**config.mk**
```make
export PLATFORM = sky130hd
export DESIGN_NAME = json_string_unescaper
export DESIGN_NICKNAME = d
export VERILOG_FILES = /design/src/rtl/jsu_pkg.sv /design/src/rtl/jsu_front.sv /design/src/rtl/jsu_queue.sv /design/src/rtl/jsu_back.sv /design/src/rtl/json_string_unescaper.sv
export SDC_FILE = /design/constraint.sdc
export NUM_CORES = 1
export LEC_CHECK = 0
export ABC_CLOCK_PERIOD_IN_PS = 3700
export BUFFER_PORTS_ARGS = -buffer_cell sky130_fd_sc_hd__buf_2
export CAP_MARGIN = 20
export CORE_UTILIZATION = 59
export CTS_CLUSTER_DIAMETER = 80
export DETAILED_ROUTE_END_ITERATION = 8
export PLACE_DENSITY = 0.92
export SYNTH_ARGS = -nofsm -noshare
export SYNTH_HDL_FRONTEND = slang
export SYNTH_SLANG_ARGS = --single-unit
```
**constraint.sdc**
```tcl
create_clock -name clk -period 3.7 [get_ports clk]
set_input_delay 0.185 -clock clk [delete_from_list [all_inputs] [get_ports clk]]
set_output_delay 0.185 -clock clk [all_outputs]
set_load 0.01 [all_outputs]
```
**src/rtl/jsu_pkg.sv**
```systemverilog
// Shared types for the JSON string unescaper: result kinds, error codes and
// the result bundle passed from the parser to the output stage.
// No dependencies.
package jsu_pkg;

  // Kind of one result.
  typedef enum logic [1:0] {
    KIND_DATA = 2'd0,
    KIND_END  = 2'd1,
    KIND_ERR  = 2'd2
  } kind_t;

  // Error codes reported with an error result.
  typedef enum logic [3:0] {
    ERR_NONE     = 4'd0,
    ERR_BAD_OPEN = 4'd1,
    ERR_BAD_HEX  = 4'd2,
    ERR_BAD_LOW  = 4'd3,
    ERR_UNPAIRED = 4'd4,
    ERR_BAD_ESC  = 4'd5,
    ERR_CTRL     = 4'd6,
    ERR_UTF8     = 4'd7,
    ERR_NO_U     = 4'd8,
    ERR_EOF      = 4'd9
  } err_t;

  // All results caused by one input byte: up to four bytes of data, or one
  // end or error result. last_idx is the index of the final result.
  typedef struct packed {
    logic [1:0]      last_idx;
    kind_t           kind;
    err_t            err;
    logic [3:0][7:0] bytes;
  } bundle_t;

endpackage

```
**src/rtl/jsu_front.sv**
```systemverilog
// Parser front end of the JSON string unescaper: string state machine,
// escape and \u decoding, UTF-8 checks. Produces at most one result bundle per byte.
// Depends on jsu_pkg.
module jsu_front (
  input  logic             clk,
  input  logic             rst,
  input  logic             allow_legacy,
  input  logic             accept,
  input  logic [7:0]       in_byte,
  input  logic             end_of_input,
  output logic             push,
  output jsu_pkg::bundle_t bundle
);
  import jsu_pkg::*;

  typedef enum logic [2:0] {
    M_IDLE = 3'd0,
    M_STR  = 3'd1,
    M_ESC  = 3'd2,
    M_CONT = 3'd3,
    M_HEX1 = 3'd4,
    M_BSL  = 3'd5,
    M_LU   = 3'd6,
    M_HEX2 = 3'd7
  } mode_t;

  localparam logic [7:0] CH_TAB    = 8'h09;
  localparam logic [7:0] CH_LF     = 8'h0a;
  localparam logic [7:0] CH_CR     = 8'h0d;
  localparam logic [7:0] CH_SPACE  = 8'h20;
  localparam logic [7:0] CH_DQUOTE = 8'h22;
  localparam logic [7:0] CH_SQUOTE = 8'h27;
  localparam logic [7:0] CH_SLASH  = 8'h2f;
  localparam logic [7:0] CH_BSLASH = 8'h5c;
  localparam logic [7:0] CH_UPPER_U = 8'h55;
  localparam logic [7:0] CH_B      = 8'h62;
  localparam logic [7:0] CH_F      = 8'h66;
  localparam logic [7:0] CH_N      = 8'h6e;
  localparam logic [7:0] CH_R      = 8'h72;
  localparam logic [7:0] CH_T      = 8'h74;
  localparam logic [7:0] CH_U      = 8'h75;

  mode_t       mode, mode_next;
  logic        quote_single, quote_single_next;
  logic [11:0] hex_accum, hex_accum_next;
  logic [1:0]  hex_digits, hex_digits_next;
  logic [9:0]  high_surr, high_surr_next;
  logic [1:0]  cont_left, cont_left_next;

  logic        hex_ok;
  logic [3:0]  hex_val;
  logic [15:0] hex_word;
  logic [20:0] pair_rune;

  logic        res_err, res_end, res_byte, res_rune, go_idle;
  err_t        err_val;
  logic [7:0]  byte_val;
  logic [20:0] rune_val;
  logic [7:0]  close_quote;

  // Hex digit decode of the incoming byte.
  always_comb begin
    hex_ok  = 1'b1;
    hex_val = 4'd0;
    if (in_byte >= 8'h30 && in_byte <= 8'h39) begin
      hex_val = in_byte[3:0];
    end else if ((in_byte >= 8'h61 && in_byte <= 8'h66) ||
                 (in_byte >= 8'h41 && in_byte <= 8'h46)) begin
      hex_val = in_byte[3:0] + 4'd9;
    end else begin
      hex_ok = 1'b0;
    end
  end

  assign hex_word    = {hex_accum, hex_val};
  assign pair_rune   = {1'b0, high_surr, hex_word[9:0]} + 21'h10000;
  assign close_quote = quote_single ? CH_SQUOTE : CH_DQUOTE;

  // Next state and result selection for one accepted byte.
  always_comb begin
    mode_next         = mode;
    quote_single_next = quote_single;
    hex_accum_next    = hex_accum;
    hex_digits_next   = hex_digits;
    high_surr_next    = high_surr;
    cont_left_next    = cont_left;
    res_err  = 1'b0;
    res_end  = 1'b0;
    res_byte = 1'b0;
    res_rune = 1'b0;
    go_idle  = 1'b0;
    err_val  = ERR_NONE;
    byte_val = 8'd0;
    rune_val = 21'd0;

    if (end_of_input) begin
      if (mode == M_IDLE) begin
        go_idle = 1'b1;
      end else begin
        res_err = 1'b1;
        err_val = ERR_EOF;
      end
    end else begin
      unique case (mode)
        M_STR: begin
          if (in_byte == close_quote) begin
            res_end = 1'b1;
            go_idle = 1'b1;
          end else if (in_byte == CH_BSLASH) begin
            mode_next = M_ESC;
          end else if ((in_byte < CH_SPACE || in_byte == 8'hff) && !allow_legacy) begin
            res_err = 1'b1;
            err_val = ERR_CTRL;
          end else if (!in_byte[7]) begin
            res_byte = 1'b1;
            byte_val = in_byte;
          end else if (in_byte[7:5] == 3'b110) begin
            cont_left_next = 2'd1;
            mode_next      = M_CONT;
            res_byte       = 1'b1;
            byte_val       = in_byte;
          end else if (in_byte[7:4] == 4'b1110) begin
            cont_left_next = 2'd2;
            mode_next      = M_CONT;
            res_byte       = 1'b1;
            byte_val       = in_byte;
          end else if (in_byte[7:3] == 5'b11110) begin
            cont_left_next = 2'd3;
            mode_next      = M_CONT;
            res_byte       = 1'b1;
            byte_val       = in_byte;
          end else begin
            res_err = 1'b1;
            err_val = ERR_UTF8;
          end
        end
        M_CONT: begin
          if (in_byte[7:6] != 2'b10) begin
            res_err = 1'b1;
            err_val = ERR_UTF8;
          end else begin
            cont_left_next = cont_left - 2'd1;
            if (cont_left == 2'd1) begin
              mode_next = M_STR;
            end
            res_byte = 1'b1;
            byte_val = in_byte;
          end
        end
        M_ESC: begin
          if (in_byte == CH_U || (in_byte == CH_UPPER_U && allow_legacy)) begin
            mode_next       = M_HEX1;
            hex_accum_next  = 12'd0;
            hex_digits_next = 2'd0;
          end else begin
            mode_next = M_STR;
            res_byte  = 1'b1;
            case (in_byte)
              CH_DQUOTE, CH_BSLASH, CH_SLASH: byte_val = in_byte;
              CH_B: byte_val = 8'h08;
              CH_F: byte_val = 8'h0c;
              CH_N: byte_val = CH_LF;
              CH_R: byte_val = CH_CR;
              CH_T: byte_val = CH_TAB;
              CH_SQUOTE: begin
                if (allow_legacy) begin
                  byte_val = CH_SQUOTE;
                end else begin
                  res_byte = 1'b0;
                  res_err  = 1'b1;
                  err_val  = ERR_BAD_ESC;
                end
              end
              default: begin
                res_byte = 1'b0;
                res_err  = 1'b1;
                err_val  = ERR_BAD_ESC;
              end
            endcase
          end
        end
        M_HEX1, M_HEX2: begin
          if (!hex_ok) begin
            res_err = 1'b1;
            err_val = ERR_BAD_HEX;
          end else if (hex_digits != 2'd3) begin
            hex_accum_next  = hex_word[11:0];
            hex_digits_next = hex_digits + 2'd1;
          end else begin
            hex_accum_next  = hex_word[11:0];
            hex_digits_next = 2'd0;
            if (mode == M_HEX1) begin
              if (hex_word[15:10] == 6'b110110) begin
                // High surrogate: a \u low surrogate must follow.
                high_surr_next = hex_word[9:0];
                mode_next      = M_BSL;
              end else if (hex_word[15:10] == 6'b110111) begin
                res_err = 1'b1;
                err_val = ERR_UNPAIRED;
              end else begin
                mode_next      = M_STR;
                hex_accum_next = 12'd0;
                res_rune       = 1'b1;
                rune_val       = {5'd0, hex_word};
              end
            end else begin
              if (hex_word[15:10] != 6'b110111) begin
                res_err = 1'b1;
                err_val = ERR_BAD_LOW;
              end else begin
                mode_next      = M_STR;
                hex_accum_next = 12'd0;
                high_surr_next = 10'd0;
                res_rune       = 1'b1;
                rune_val       = pair_rune;
              end
            end
          end
        end
        M_BSL: begin
          if (in_byte != CH_BSLASH) begin
            res_err = 1'b1;
            err_val = ERR_NO_U;
          end else begin
            mode_next = M_LU;
          end
        end
        M_LU: begin
          if (in_byte != CH_U) begin
            res_err = 1'b1;
            err_val = ERR_NO_U;
          end else begin
            mode_next       = M_HEX2;
            hex_accum_next  = 12'd0;
            hex_digits_next = 2'd0;
          end
        end
        M_IDLE: begin
          if (in_byte == CH_LF || in_byte == CH_CR || in_byte == CH_TAB ||
              in_byte == CH_SPACE) begin
            mode_next = M_IDLE;
          end else if (in_byte == CH_DQUOTE || (in_byte == CH_SQUOTE && allow_legacy)) begin
            go_idle = 1'b1;
          end else begin
            res_err = 1'b1;
            err_val = ERR_BAD_OPEN;
          end
        end
      endcase
    end

    // Errors and string ends drop all string state.
    if (res_err || go_idle || res_end) begin
      mode_next         = M_IDLE;
      quote_single_next = 1'b0;
      hex_accum_next    = 12'd0;
      hex_digits_next   = 2'd0;
      high_surr_next    = 10'd0;
      cont_left_next    = 2'd0;
    end
    // An opening quote starts a string on top of the cleared state.
    if (!end_of_input && mode == M_IDLE && !res_err &&
        (in_byte == CH_DQUOTE || (in_byte == CH_SQUOTE && allow_legacy))) begin
      mode_next         = M_STR;
      quote_single_next = (in_byte == CH_SQUOTE);
    end
  end

  // Build the result bundle, including UTF-8 encoding of a decoded code point.
  always_comb begin
    bundle          = '0;
    bundle.kind     = KIND_DATA;
    bundle.err      = ERR_NONE;
    bundle.last_idx = 2'd0;
    push            = accept && (res_err || res_end || res_byte || res_rune);
    if (res_err) begin
      bundle.kind = KIND_ERR;
      bundle.err  = err_val;
    end else if (res_end) begin
      bundle.kind = KIND_END;
    end else if (res_byte) begin
      bundle.bytes[0] = byte_val;
    end else if (res_rune) begin
      if (rune_val <= 21'h7f) begin
        bundle.bytes[0] = rune_val[7:0];
      end else if (rune_val <= 21'h7ff) begin
        bundle.last_idx = 2'd1;
        bundle.bytes[0] = {3'b110, rune_val[10:6]};
        bundle.bytes[1] = {2'b10, rune_val[5:0]};
      end else if (rune_val <= 21'hffff) begin
        bundle.last_idx = 2'd2;
        bundle.bytes[0] = {4'b1110, rune_val[15:12]};
        bundle.bytes[1] = {2'b10, rune_val[11:6]};
        bundle.bytes[2] = {2'b10, rune_val[5:0]};
      end else begin
        bundle.last_idx = 2'd3;
        bundle.bytes[0] = {5'b11110, rune_val[20:18]};
        bundle.bytes[1] = {2'b10, rune_val[17:12]};
        bundle.bytes[2] = {2'b10, rune_val[11:6]};
        bundle.bytes[3] = {2'b10, rune_val[5:0]};
      end
    end
  end

  // Parser state registers.
  always_ff @(posedge clk) begin
    if (rst) begin
      mode         <= M_IDLE;
      quote_single <= 1'b0;
      hex_accum    <= 12'd0;
      hex_digits   <= 2'd0;
      high_surr    <= 10'd0;
      cont_left    <= 2'd0;
    end else if (accept) begin
      mode         <= mode_next;
      quote_single <= quote_single_next;
      hex_accum    <= hex_accum_next;
      hex_digits   <= hex_digits_next;
      high_surr    <= high_surr_next;
      cont_left    <= cont_left_next;
    end
  end

  // Only data requests carry more than one result.
  a_multi_is_data: assert property (@(posedge clk) disable iff (rst)
    push |-> (bundle.kind == KIND_DATA || bundle.last_idx == 2'd0))
    else $error("multi-result bundle that is not data");

  // An error always returns the parser to idle.
  a_err_idle: assert property (@(posedge clk) disable iff (rst)
    (push && bundle.kind == KIND_ERR) |=> mode == M_IDLE)
    else $error("parser not idle after error");

endmodule

```
**src/rtl/jsu_queue.sv**
```systemverilog
// Short queue of result bundles between the parser and the output stage.
// Depends on jsu_pkg.
module jsu_queue #(
  parameter int DEPTH = 4
) (
  input  logic             clk,
  input  logic             rst,
  input  logic             push,
  input  jsu_pkg::bundle_t wr_data,
  output logic             full,
  input  logic             pop,
  output logic             valid,
  output jsu_pkg::bundle_t head
);
  import jsu_pkg::*;

  localparam int AW = (DEPTH > 1) ? $clog2(DEPTH) : 1;
  localparam int CW = $clog2(DEPTH + 1);
  localparam logic [AW-1:0] LAST_PTR = AW'(DEPTH - 1);
  localparam logic [CW-1:0] FULL_CNT = CW'(DEPTH);

  bundle_t       store [DEPTH];
  logic [AW-1:0] wr_ptr, rd_ptr;
  logic [CW-1:0] count;
  logic          do_push, do_pop;

  assign full    = (count == FULL_CNT);
  assign valid   = (count != '0);
  assign head    = store[rd_ptr];
  assign do_push = push && !full;
  assign do_pop  = pop && valid;

  // Entry storage.
  always_ff @(posedge clk) begin
    if (do_push) begin
      store[wr_ptr] <= wr_data;
    end
  end

  // Pointers and fill count.
  always_ff @(posedge clk) begin
    if (rst) begin
      wr_ptr <= '0;
      rd_ptr <= '0;
      count  <= '0;
    end else begin
      if (do_push) begin
        wr_ptr <= (wr_ptr == LAST_PTR) ? '0 : wr_ptr + 1'b1;
      end
      if (do_pop) begin
        rd_ptr <= (rd_ptr == LAST_PTR) ? '0 : rd_ptr + 1'b1;
      end
      if (do_push && !do_pop) begin
        count <= count + 1'b1;
      end else if (do_pop && !do_push) begin
        count <= count - 1'b1;
      end
    end
  end

  // Fill count never passes the depth.
  a_count_range: assert property (@(posedge clk) disable iff (rst)
    count <= FULL_CNT)
    else $error("queue count overflow");

  // A push alone grows the count by one.
  a_push_grows: assert property (@(posedge clk) disable iff (rst)
    (do_push && !do_pop) |=> count == $past(count) + 1'b1)
    else $error("queue count did not grow on push");

endmodule

```
**src/rtl/jsu_back.sv**
```systemverilog
// Output stage of the JSON string unescaper: hands out the results of the
// oldest bundle one per pop. Depends on jsu_pkg.
module jsu_back (
  input  logic             clk,
  input  logic             rst,
  input  logic             head_valid,
  input  jsu_pkg::bundle_t head,
  output logic             head_pop,
  input  logic             pop,
  output logic             empty,
  output logic [7:0]       out_byte,
  output logic [1:0]       out_kind,
  output logic [3:0]       err_code,
  output logic             last
);
  import jsu_pkg::*;

  logic [1:0] idx;

  assign empty    = !head_valid;
  assign last     = (idx == head.last_idx);
  assign out_byte = head.bytes[idx];
  assign out_kind = head.kind;
  assign err_code = head.err;
  assign head_pop = pop && head_valid && last;

  // Result index within the current bundle.
  always_ff @(posedge clk) begin
    if (rst) begin
      idx <= 2'd0;
    end else if (pop && head_valid) begin
      idx <= last ? 2'd0 : idx + 2'd1;
    end
  end

  // The index stays inside the current bundle.
  a_idx_range: assert property (@(posedge clk) disable iff (rst)
    head_valid |-> idx <= head.last_idx)
    else $error("result index beyond bundle");

endmodule

```
**src/rtl/json_string_unescaper.sv**
```systemverilog
// JSON string unescaper, top level.
// Input channel: push/full, one raw text byte (in_byte) or an end-of-input
// mark per request. A request is taken at an edge with push high and full
// low. The parser handles one byte per cycle while full is low.
// Result channel: empty/pop. While empty is low the oldest result is on
// out_byte, out_kind, err_code and last; pop takes it.
// The result bundle is registered in the queue; it is visible once all older
// results ahead of it have been popped.
// A \u escape can yield up to four bytes, which leave over the single result
// port at one per cycle while pop is high; the queue between parser and
// output stage (QUEUE_DEPTH bundles) absorbs these bursts and output stalls.
// full rises only when that queue is full.
// Configuration: APB register 0 (allow_legacy) at byte address 0, written
// while the block is idle. pready is always high.
// Reset (rst, synchronous) clears the queue, the parser state and
// allow_legacy; no clearing pass is needed.
// Depends on jsu_pkg, jsu_front, jsu_queue and jsu_back.
module json_string_unescaper #(
  parameter int QUEUE_DEPTH = 4
) (
  input  logic        clk,
  input  logic        rst,
  input  logic        psel,
  input  logic        penable,
  input  logic        pwrite,
  input  logic [2:0]  paddr,
  input  logic [31:0] pwdata,
  output logic [31:0] prdata,
  output logic        pready,
  input  logic        push,
  output logic        full,
  input  logic [7:0]  in_byte,
  input  logic        end_of_input,
  output logic        empty,
  input  logic        pop,
  output logic [7:0]  out_byte,
  output logic [1:0]  out_kind,
  output logic [3:0]  err_code,
  output logic        last
);
  import jsu_pkg::*;

  localparam logic REG_LEGACY = 1'b0;

  logic    allow_legacy;
  logic    accept;
  logic    front_push;
  bundle_t front_bundle;
  logic    head_valid;
  logic    head_pop;
  bundle_t head;

  // Configuration register.
  assign pready = 1'b1;
  always_ff @(posedge clk) begin
    if (rst) begin
      allow_legacy <= 1'b0;
    end else if (psel && penable && pwrite && paddr[2] == REG_LEGACY) begin
      allow_legacy <= pwdata[0];
    end
  end
  assign prdata = (paddr[2] == REG_LEGACY) ? {31'd0, allow_legacy} : 32'd0;

  assign accept = push && !full;

  jsu_front u_front (
    .clk          (clk),
    .rst          (rst),
    .allow_legacy (allow_legacy),
    .accept       (accept),
    .in_byte      (in_byte),
    .end_of_input (end_of_input),
    .push         (front_push),
    .bundle       (front_bundle)
  );

  jsu_queue #(
    .DEPTH (QUEUE_DEPTH)
  ) u_queue (
    .clk     (clk),
    .rst     (rst),
    .push    (front_push),
    .wr_data (front_bundle),
    .full    (full),
    .pop     (head_pop),
    .valid   (head_valid),
    .head    (head)
  );

  jsu_back u_back (
    .clk        (clk),
    .rst        (rst),
    .head_valid (head_valid),
    .head       (head),
    .head_pop   (head_pop),
    .pop        (pop),
    .empty      (empty),
    .out_byte   (out_byte),
    .out_kind   (out_kind),
    .err_code   (err_code),
    .last       (last)
  );

endmodule
```
==> reports/qor.txt <==
RSZ-0062 raised after global routing -> no
simple-gate portion of the synthesized area -> 13.85%
Cell Rows -> 45
Post-DP HPWL -> 16.35 mm
Area after DPL -> 9997 µm²
Core Box Area -> 15,430 µm²
Slew HR -> 30.25%
commonest non-fill, non-tap cell in the layout -> edfxtp_1
Die Wd -> 128.5 µm
Setup TNS -> 0 ns
outcome -> complete, no violations
final setup vio count -> 0
Post-synth EDFFs -> 144
Setup Skew -> 0.009858 ns
initial antenna violation count -> 0
DRC -> 0
die area -> 16,510 µm²
largest family of logic cells by synthesized area -> simple AND/OR/NAND/NOR gates
vias -> 7,220
TritonCTS clock tree -> done
fmax -> 0.2808 GHz
via-per-instance ratio -> 6.798
clock buffer depth -> 2
nets -> 904
Final Slew Violations -> 0
placed instance count -> 1,029
WP data arrival -> 3.92 ns
fin cells -> 1,062
Pwr Density -> 540.7 nW/µm²
post-layout util -> 68.56%
num ports -> 101
Clk Latency, worst-skew pair -> 0.43 ns
die height -> 128.5 µm
clk sink count -> 186
GR Overflow Total -> 0
critical path class -> register to register
P_leak -> 3.634 nW
most area-hungry cell type in the Yosys netlist -> edfxtp_1
iteration count of the initial detailed-routing pass -> 6
H-tree Lvls -> 4
Main synth FF type -> edfxtp_1
Max rail drop VDD -> 0.4143 mV
share of cells above drive strength 1 -> 21.86%
starting density of the core -> 61.19%
clock root buffer -> clkbuf_16
Worst Tran Pin Value -> 1.039 ns
area grow syn2layout -> 12.05%
IO buf count -> 35
Mapped Area -> 9440 µm²
Yosys reg bits -> 186
cts bufs inserted -> 17
largest net degree at the start of global routing -> 33
min-delay worst type -> input port to register
drt wl/cell -> 23.76 µm
Yosys cell types -> 88
setup bufs post-CTS -> 0
vias in the first global route -> 6,949
post-synthesis adder-cell area fraction -> 2.068%
post-synthesis xor/xnor area fraction -> 0.5567%
Synth async-reset ratio -> 0%
GRT Total Usage -> 32.60%
Crit Path Max Fanout -> 13
Req. time, crit path -> 4.05 ns
antenna viol nets, final -> 0
global-route wire length before repair -> 39.52 mm
cells on worst reg2reg path -> 13
Clock transition at path regs -> 0.07 ns
Tot Pwr -> 0.005719 W
drt first-iter violations -> 965
Yosys warnings -> 0
flop2flop setup slack -> 0.14 ns
post-synth top area share -> 45.81%
Final Hold Fails -> 0
post-synthesis mux area share -> 10.55%
CP Launch Type -> register
sequential area share after synthesis -> 54.71%
Setup crit end kind -> register
Synth area leaders -> edfxtp_1 46%, mux4_2 10%, dfxtp_1 8.9%
WHS Path Cells -> 4
Synth Area in Compound Gates -> 12.76%
post-layout min period -> 3.562 ns
Post-Synthesis Cells -> 774
syn avg cell area -> 12.20 µm²
gpl congestion -> 0.9515
max_cap viols -> 0
most frequent cells in the layout -> 144 x edfxtp_1, 72 x nor2_1, 57 x nand2_1, 45 x buf_4, 42 x mux4_2
Finished Cell Area -> 10,580 µm²
ANT cells -> 0
DRT Wirelength -> 25.23 mm
crit share post-route -> 96.27%
registers in the layout, indices dropped and copies added, names as in the netlist, named ones only:
| name | cells |
|---|---|
| u_front.hex_accum | 12 |
| u_queue.store | 144 |
| u_front.hex_digits | 2 |
| u_queue.wr_ptr | 2 |
| u_front.mode | 3 |
| u_queue.rd_ptr | 2 |
| u_queue.count | 3 |
| u_front.high_surr | 10 |
| u_back.idx | 2 |
| allow_legacy | 1 |
| u_front.cont_left | 2 |
| u_front.quote_single | 1 |
layer usage:
metal | up-vias | track usage (%) | wire, µm
li1 | 3043 | - | -
met5 | - | 0 | 0
met3 | 137 | 7.235 | 2511
met2 | 600 | 55.23 | 12520
met1 | 3440 | 39.62 | 8970
met4 | 0 | 15.99 | 1227
final timing paths:
path | from | to
setup / recovery | u_front.mode[2] | u_queue.count[2]
hold / removal | pwrite | allow_legacy
setup reg to reg | u_front.mode[2] | u_queue.count[2]
hold reg to reg | u_front.high_surr[0] | u_front.high_surr[0]
cell families after synthesis:
| logic type | count (synthesis) |
|---|---|
| compound gates | 173 |
| mux | 47 |
| simple gates | 249 |
| xor+xnor | 6 |
| fa+ha+maj | 15 |
| other cells | 2 |
| buf+inv | 96 |
| flops | 186 |
cell type report:
type | count | area, µm²
Fill cell | 1047 | 4850
Multi-Input combinational cell | 522 | 3876
Clock inverter | 14 | 137.6
Clock buffer | 18 | 429.2
Inverter | 26 | 97.59
Timing Repair Buffer | 85 | 603.1
Sequential cell | 186 | 5170
Tap cell | 211 | 264.0
cell usage after synthesis, types with 3 or more instances:
cell	count
and2_1	8
xor2_1	4
a22oi_1	6
ha_1	14
buf_4	32
mux2i_1	5
nand4b_1	3
inv_2	4
a211oi_1	7
o21ai_0	23
a31oi_1	7
nor2b_1	6
nand3b_1	5
buf_1	4
buf_2	13
or3_1	11
and3_1	8
a2bb2oi_1	3
a221oi_1	3
o31ai_1	12
nand4_1	4
a21oi_1	38
nand3_1	16
o22ai_1	3
a221o_1	3
inv_1	22
nand2b_1	13
clkbuf_1	19
mux4_2	42
edfxtp_1	144
nor3b_1	6
dfxtp_1	42
nand2_1	57
o21ai_1	25
nor2_1	72
a211o_1	4
nor3_1	16
o221ai_1	6
timing repair:
| action | CTS | global route |
|---|---|---|
| hold buffers | 1 | 0 |
| gates resized for setup | 0 | 4 |
| endpoints found under the setup margin | 0 | 6 |
| hold endpoints to repair | 1 | 0 |
worst max-delay path: stages, from the launching register on:
cell and delay [ns]:
dfxtp_2 0.47, or3b_1 0.50, a31oi_1 0.24, or2_2 0.18, o221ai_1 0.20, o21bai_4 0.23
inv_2 0.07, o41a_1 0.47, ha_1 0.25, inv_1 0.10, fa_1 0.19, xor2_1 0.09
or3_1 0.33, a21oi_1 0.17
report_power, final:
group / switching (W) / internal (W)
combinational: 0.000751 / 0.000599
sequential: 0.000162 / 0.00246
clock: 0.000808 / 0.000942
metrics by stage:
step,hold slack (ns),setup slack (ns)
3_5_place_dp,0.4272,0.03704
2_1_floorplan,0.3289,0.3438
3_3_place_gp,0.4183,0.1533
6_report,0.1155,0.1381
5_1_grt,0.1346,0.01965
4_1_cts,0.1114,0.09548
Power figures use the tool's default switching activity.
